`config.mk`:
```
export PLATFORM = sky130hd
export DESIGN_NAME = base64_stream_encoder_core
export DESIGN_NICKNAME = d
export VERILOG_FILES = /design/src/rtl/b64enc_pkg.sv /design/src/rtl/base64_stream_encoder_core.sv /design/src/rtl/b64enc_front.sv /design/src/rtl/b64enc_fifo.sv /design/src/rtl/b64enc_back.sv
export SDC_FILE = /design/constraint.sdc
export NUM_CORES = 1
export LEC_CHECK = 0
export BUFFER_PORTS_ARGS = -buffer_cell sky130_fd_sc_hd__buf_4
export CAP_MARGIN = 5
export CORE_MARGIN = 2
export CORE_UTILIZATION = 54
export CTS_BUF_LIST = sky130_fd_sc_hd__clkbuf_4 sky130_fd_sc_hd__clkbuf_8 sky130_fd_sc_hd__clkbuf_16
export CTS_CLUSTER_SIZE = 30
export DETAILED_ROUTE_END_ITERATION = 10
export PLACE_DENSITY = 0.85
export SLEW_MARGIN = 5
export SYNTH_ARGS = -nofsm -noshare
export SYNTH_HDL_FRONTEND = slang
export SYNTH_SLANG_ARGS = --single-unit
```
`constraint.sdc`:
```
create_clock -name clk -period 3 [get_ports clk]
set_input_delay 0.15 -clock clk [delete_from_list [all_inputs] [get_ports clk]]
set_output_delay 0.15 -clock clk [all_outputs]
set_load 0.05 [all_outputs]
```
`src/rtl/b64enc_pkg.sv`:
```
// Shared types, constants and the sextet-to-character map for the base64 encoder.
package b64enc_pkg;

  localparam logic [7:0] PAD_CHAR = 8'h3D;

  typedef struct packed {
    logic [7:0] data_byte;
    logic       final_byte;
  } in_word_t;

  typedef struct packed {
    logic [7:0] out_char;
    logic       run_last;
    logic       message_end;
  } out_word_t;

  // one closed group: 24 bits, bytes held minus one (0..2), final flag
  typedef struct packed {
    logic [23:0] bits;
    logic [1:0]  extra;
    logic        fin;
  } group_t;

  function automatic logic [7:0] sextet_char(input logic [5:0] v);
    logic [7:0] w;
    w = {2'b00, v};
    if (v < 6'd26) begin
      sextet_char = 8'(w + 8'h41);
    end else if (v < 6'd52) begin
      sextet_char = 8'(w + 8'h47);
    end else if (v < 6'd62) begin
      sextet_char = 8'(w - 8'h04);
    end else if (v == 6'd62) begin
      sextet_char = 8'h2B;
    end else begin
      sextet_char = 8'h2F;
    end
  endfunction

endpackage

```
`src/rtl/base64_stream_encoder_core.sv`:
```
// Top level of the streaming base64 encoder.
// Streaming base64 encoder, standard alphabet with '=' padding. Push one byte
// word per cycle with final_byte set on the last byte of each message; empty
// messages are not supported. Every third byte, or any byte flagged final,
// closes a group that yields exactly four character words: the data characters
// followed by '=' padding, run_last set on the fourth and message_end set on the
// fourth of a final group. Bytes are taken one per cycle while the group queue
// (GROUP_DEPTH entries) has room; the back end drains one character per cycle
// while the consumer keeps popping, so each group occupies the serializer for
// four characters and the sustained input rate is set by that serializer. With
// an idle queue the first character of a group passes through the group queue
// and the output register before it reaches the result ports.
module base64_stream_encoder_core #(
  parameter int GROUP_DEPTH = 2  // closed groups buffered between front and back, >= 2
) (
  input  logic                  clk,
  input  logic                  rst,
  input  logic                  push,
  output logic                  full,
  input  b64enc_pkg::in_word_t  byte_word,
  output logic                  empty,
  input  logic                  pop,
  output b64enc_pkg::out_word_t char_word
);

  b64enc_pkg::group_t grp_in;
  b64enc_pkg::group_t grp_head;
  logic               grp_push;
  logic               grp_pop;
  logic               grp_full;
  logic               grp_empty;

  // byte intake and grouping
  b64enc_front u_front (
    .clk       (clk),
    .rst       (rst),
    .push      (push),
    .byte_word (byte_word),
    .q_full    (grp_full),
    .full      (full),
    .q_push    (grp_push),
    .q_data    (grp_in)
  );

  // decouples intake from character output
  b64enc_fifo #(
    .DEPTH (GROUP_DEPTH)
  ) u_fifo (
    .clk      (clk),
    .rst      (rst),
    .wr_en    (grp_push),
    .wr_data  (grp_in),
    .rd_en    (grp_pop),
    .rd_data  (grp_head),
    .is_full  (grp_full),
    .is_empty (grp_empty)
  );

  // one character per cycle from the head group while the consumer pops
  b64enc_back u_back (
    .clk       (clk),
    .rst       (rst),
    .q_head    (grp_head),
    .q_empty   (grp_empty),
    .q_pop     (grp_pop),
    .pop       (pop),
    .empty     (empty),
    .char_word (char_word)
  );

endmodule

```
`src/rtl/b64enc_front.sv`:
```
// Front end: accepts bytes, holds up to two pending, closes groups into the queue.
module b64enc_front (
  input  logic                clk,
  input  logic                rst,
  input  logic                push,
  input  b64enc_pkg::in_word_t byte_word,
  input  logic                q_full,
  output logic                full,
  output logic                q_push,
  output b64enc_pkg::group_t  q_data
);

  logic [1:0] cnt;
  logic [1:0] cnt_next;
  logic [7:0] pend0;
  logic [7:0] pend1;
  logic       accept;
  logic       hold;
  logic [1:0] cnt_eff;

  assign full    = q_full;
  assign accept  = push && !q_full;
  assign cnt_eff = cnt[1] ? 2'd2 : cnt;  // unreachable count of three acts as two
  assign hold    = !byte_word.final_byte && (cnt_eff != 2'd2);
  assign q_push  = accept && !hold;

  always_comb begin
    q_data.extra = cnt_eff;
    q_data.fin   = byte_word.final_byte;
    case (cnt_eff)
      2'd0:    q_data.bits = {byte_word.data_byte, 16'h0000};
      2'd1:    q_data.bits = {pend0, byte_word.data_byte, 8'h00};
      default: q_data.bits = {pend0, pend1, byte_word.data_byte};
    endcase
    cnt_next = cnt;
    if (accept) begin
      cnt_next = hold ? 2'(cnt_eff + 2'd1) : 2'd0;
    end
  end

  always_ff @(posedge clk) begin
    if (rst) begin
      cnt <= 2'd0;
    end else begin
      cnt <= cnt_next;
    end
  end

  always_ff @(posedge clk) begin
    if (accept && hold) begin
      if (cnt_eff == 2'd0) begin
        pend0 <= byte_word.data_byte;
      end else begin
        pend1 <= byte_word.data_byte;
      end
    end
  end

endmodule

```
`src/rtl/b64enc_fifo.sv`:
```
// Short queue of closed groups between front and back.
module b64enc_fifo #(
  parameter int DEPTH = 2
) (
  input  logic               clk,
  input  logic               rst,
  input  logic               wr_en,
  input  b64enc_pkg::group_t wr_data,
  input  logic               rd_en,
  output b64enc_pkg::group_t rd_data,
  output logic               is_full,
  output logic               is_empty
);

  localparam int PW = $clog2(DEPTH);
  localparam int CW = $clog2(DEPTH + 1);

  b64enc_pkg::group_t mem [DEPTH];
  logic [PW-1:0] wr_ptr;
  logic [PW-1:0] rd_ptr;
  logic [CW-1:0] count;
  logic          do_wr;
  logic          do_rd;

  assign is_full  = (count == CW'(DEPTH));
  assign is_empty = (count == '0);
  assign do_wr    = wr_en && !is_full;
  assign do_rd    = rd_en && !is_empty;
  assign rd_data  = mem[rd_ptr];

  function automatic logic [PW-1:0] bump(input logic [PW-1:0] p);
    bump = (p == PW'(DEPTH - 1)) ? '0 : PW'(p + 1'b1);
  endfunction

  always_ff @(posedge clk) begin
    if (rst) begin
      wr_ptr <= '0;
      rd_ptr <= '0;
      count  <= '0;
    end else begin
      if (do_wr) wr_ptr <= bump(wr_ptr);
      if (do_rd) rd_ptr <= bump(rd_ptr);
      if (do_wr && !do_rd) begin
        count <= CW'(count + 1'b1);
      end else if (do_rd && !do_wr) begin
        count <= CW'(count - 1'b1);
      end
    end
  end

  always_ff @(posedge clk) begin
    if (do_wr) begin
      mem[wr_ptr] <= wr_data;
    end
  end

endmodule

```
`src/rtl/b64enc_back.sv`:
```
// Back end: serializes each group into four characters through an output register.
module b64enc_back (
  input  logic                  clk,
  input  logic                  rst,
  input  b64enc_pkg::group_t    q_head,
  input  logic                  q_empty,
  output logic                  q_pop,
  input  logic                  pop,
  output logic                  empty,
  output b64enc_pkg::out_word_t char_word
);

  logic [1:0] idx;
  logic       ovalid;
  logic       load;
  logic [5:0] sextet;
  logic [7:0] ch;
  logic       is_data;

  assign empty = !ovalid;
  assign load  = !q_empty && (!ovalid || pop);
  assign q_pop = load && (idx == 2'd3);

  always_comb begin
    case (idx)
      2'd0:    sextet = q_head.bits[23:18];
      2'd1:    sextet = q_head.bits[17:12];
      2'd2:    sextet = q_head.bits[11:6];
      default: sextet = q_head.bits[5:0];
    endcase
    // data characters: bytes held plus one
    is_data = ({1'b0, idx} <= 3'({1'b0, q_head.extra} + 3'd1));
    ch      = is_data ? b64enc_pkg::sextet_char(sextet) : b64enc_pkg::PAD_CHAR;
  end

  always_ff @(posedge clk) begin
    if (rst) begin
      idx    <= 2'd0;
      ovalid <= 1'b0;
    end else begin
      if (load) begin
        idx    <= 2'(idx + 2'd1);
        ovalid <= 1'b1;
      end else if (pop) begin
        ovalid <= 1'b0;
      end
    end
  end

  always_ff @(posedge clk) begin
    if (load) begin
      char_word.out_char    <= ch;
      char_word.run_last    <= (idx == 2'd3);
      char_word.message_end <= (idx == 2'd3) && q_head.fin;
    end
  end

endmodule
```
==> run summary <==
Unique masters post-synth = 48
post-synthesis area per instance = 13.77 sq um
Skew-Pair Late Insertion Delay = 0.36 ns
PD cells = 678.8 nW/um^2
post-route ant nets = 0
Synth-to-Final Area Change = 14.99%
sequential fraction of the synthesis area = 0.6430
Starting Density = 0.5580
overall routed net length = 7659 um
Post-Syn Area = 4048 sq um
layout cell share with drive strength beyond 1 = 0.2170
vias in the first global route = 2481
CTS Buf Count = 9
routed vias/inst = 5.780
Int Power = 2.240 mW
EDFF count, synth = 80
Crit Path Max Fanout = 10
clk buf depth = 2
number of port buffers = 24
DP HPWL = 5091 um
Syn Nets = 321
data required time of the worst path = 3.09 ns
die extent in y = 90.58 um
pin count of the biggest net entering global routing = 28
Final WS setup = 0.1964 ns
via count = 2543
Hold Crit Class = in2reg
maxcap violations = 0
most frequent CP cell = ha_1
Critical Path AT = 2.90 ns
kind of end point of the critical path = flip-flop
Final #Nets = 363
ant diodes = 0
YS warnings = 0
prevailing post-synth register cell = edfxtp_1
Slew @ Worst Pin = 0.8024 ns
Fin Setup TNS = 0 ns
antenna violations before repair = 0
Tot GR Track Use = 0.1953
CTS tree = done
Buf/Inv on CP = 1
clock-pin slew on the worst setup and hold paths = 0.09 ns
drt pass-1 iters = 5
fin crit period = 2.804 ns
critical path type = reg2reg
asr flop ratio synth = 0
DRC viols = 0
combinational power share = 0.235
met1 Use GR = 0.2541
pre-CTS setup slack = 0.1277 ns
max-slew violation count = 0
FMAX = 0.3567 GHz
clock skew = 0.01121 ns
Final Wtd Congestion = 0.8581
Core Box Area = 7253 sq um
net load switching power = 0.9196 mW
drt wl/cell = 17.41 um
Slew HR = 0.4639
Starting DRT DRC Count = 160
RSZ-0062 raised after global routing = false
Clock power frac = 0.290
Final setup viols = 0
first-pass GRT wire length = 12350 um
Top Family by Delay on Critical Path = simple AND/OR/NAND/NOR gates
I/O pins = 25
worst path cell trace = inv_1 > ha_1 > a22oi_1 > nand3_1 > nand3_2 > ha_1 > nor3_1 > and3_1 > o21ai_0
layer with the highest usage = met2
maximum vdd drop = 0.4898 mV
switching share of power = 0.2911
Critical Path Source Type = flip-flop
met3 usage = 0.03923
Sequential Power Share = 0.474
Clock H-tree levels = 3
fin crit share = 0.9345
Chip Width = 90.58 um
Total Die Area = 8204 sq um
gr ovfl total = 0
num rows = 31
clk sinks = 90
Pleak = 1.694 nW
status = completed
Critical Path Max Stage Delay = 0.48 ns
CP max-delay cell = nor3_1
post-synthesis cell count = 294
Seq cells post-synth = 90
Root Driver = clkbuf_8
met2 Use GR = 0.3141
final-report hold violation count = 0
## flip-flops by register name, indices dropped and copies added (netlist names), named ones only
register	cells
u_fifo.count	2
u_front.pend0	8
u_fifo.mem	54
u_fifo.wr_ptr	1
u_front.cnt	2
u_back.ovalid	1
u_fifo.rd_ptr	1
u_back.char_word	10
u_front.pend1	8
u_back.idx	2
## per-stage QoR
stage,std cells,power [mW],hold WS (ns),instance area [sq um],utilization
after floorplan,294,2.073,0.2489,4053,-
after global placement,415,2.218,0.3612,4335,0.5977
after detailed placement,415,2.246,0.3656,4335,0.5977
after CTS,439,3.156,0.0005677,4638,0.6395
after global routing,440,3.301,0.04456,4654,0.6417
final,440,3.159,0.03970,4654,0.6417
## routing by layer
layer  routed length, um  vias up
met2                3862       85
met5                   0        -
met1                3222     1246
met3                 394       17
li1                    -     1195
met4                 180        0
## power by group through the flow
| stage | combinational, mW | sequential [mW] | clock (mW) |
|---|---|---|---|
| 2_1_floorplan | 0.461 | 1.61 | 0 |
| 3_3_place_gp | 0.695 | 1.52 | 0 |
| 3_5_place_dp | 0.719 | 1.53 | 0 |
| 4_1_cts | 0.731 | 1.50 | 0.926 |
| 5_1_grt | 0.810 | 1.51 | 0.983 |
| 6_report | 0.744 | 1.50 | 0.916 |
## layout make-up
cell class / count / area [sq um]
clock buffers: 12 / 146.4
inverters: 11 / 41.29
well taps: 99 / 123.9
fillers: 512 / 2599
multi-input cells: 183 / 1334
clock inverters: 4 / 76.32
flip-flops and latches: 90 / 2603
repair buffers: 41 / 330.3
## worst paths after layout
path                  from                   to  slack [ns]  depth (start not counted)
min reg2reg  u_back.ovalid        u_back.ovalid        0.51                          2
max          u_back.idx[0]  u_back.char_word[2]        0.20                          9
min                    rst        u_back.idx[0]        0.04                          2
max reg2reg  u_back.idx[0]  u_back.char_word[2]        0.20                          9
## cells in the final DEF, fill, tap and decap left out, types with 3 or more instances in the layout
master,netlist,routed
and2_1,9,9
a21oi_1,9,9
ha_1,14,12
inv_1,10,10
or3_1,3,3
clkbuf_8,2,9
o21ai_0,3,3
nand2_1,24,24
nand3_1,13,13
nor2b_1,3,3
edfxtp_1,80,80
clkbuf_4,0,3
buf_4,0,32
nand3_2,3,3
a22oi_1,12,12
nor2_1,21,21
mux2i_1,9,9
a22o_1,8,8
xor2_1,3,3
dfxtp_1,10,10
dlygate4sd3_1,0,9
nand2b_1,3,3
xnor2_1,3,3
mux2_2,9,9
nor3_1,4,3
## cells in the mapped netlist, types with 4 or more instances
master,number,share of area
and2_1,9,0.014
nand2_1,24,0.022
a22o_1,8,0.017
nor2_1,21,0.019
inv_1,10,0.0093
edfxtp_1,80,0.59
mux2i_1,9,0.022
a21oi_1,9,0.011
ha_1,14,0.043
nand3_1,13,0.016
dfxtp_1,10,0.049
a22oi_1,12,0.022
buf_6,4,0.011
mux2_2,9,0.025
nor3_1,4,0.0049
clkbuf_1,4,0.0037
## cell families after synthesis
family / share of synthesized area
AO/OA/AOI/OAI: 0.1008
XOR/XNOR: 0.01299
adder cells (fa/ha/maj): 0.04328
buffers and inverters: 0.03184
flip-flops: 0.6430
multiplexers: 0.04730
AND/OR/NAND/NOR: 0.1209
## what timing repair did
item                                    4_1_cts  5_1_grt
endpoints found under the setup margin        0        5
hold endpoints to repair                     16        2
hold buffers                                  8        1
setup buffers                                 0        0
resized for setup                             0        3
(Power assumes the default switching activity.)
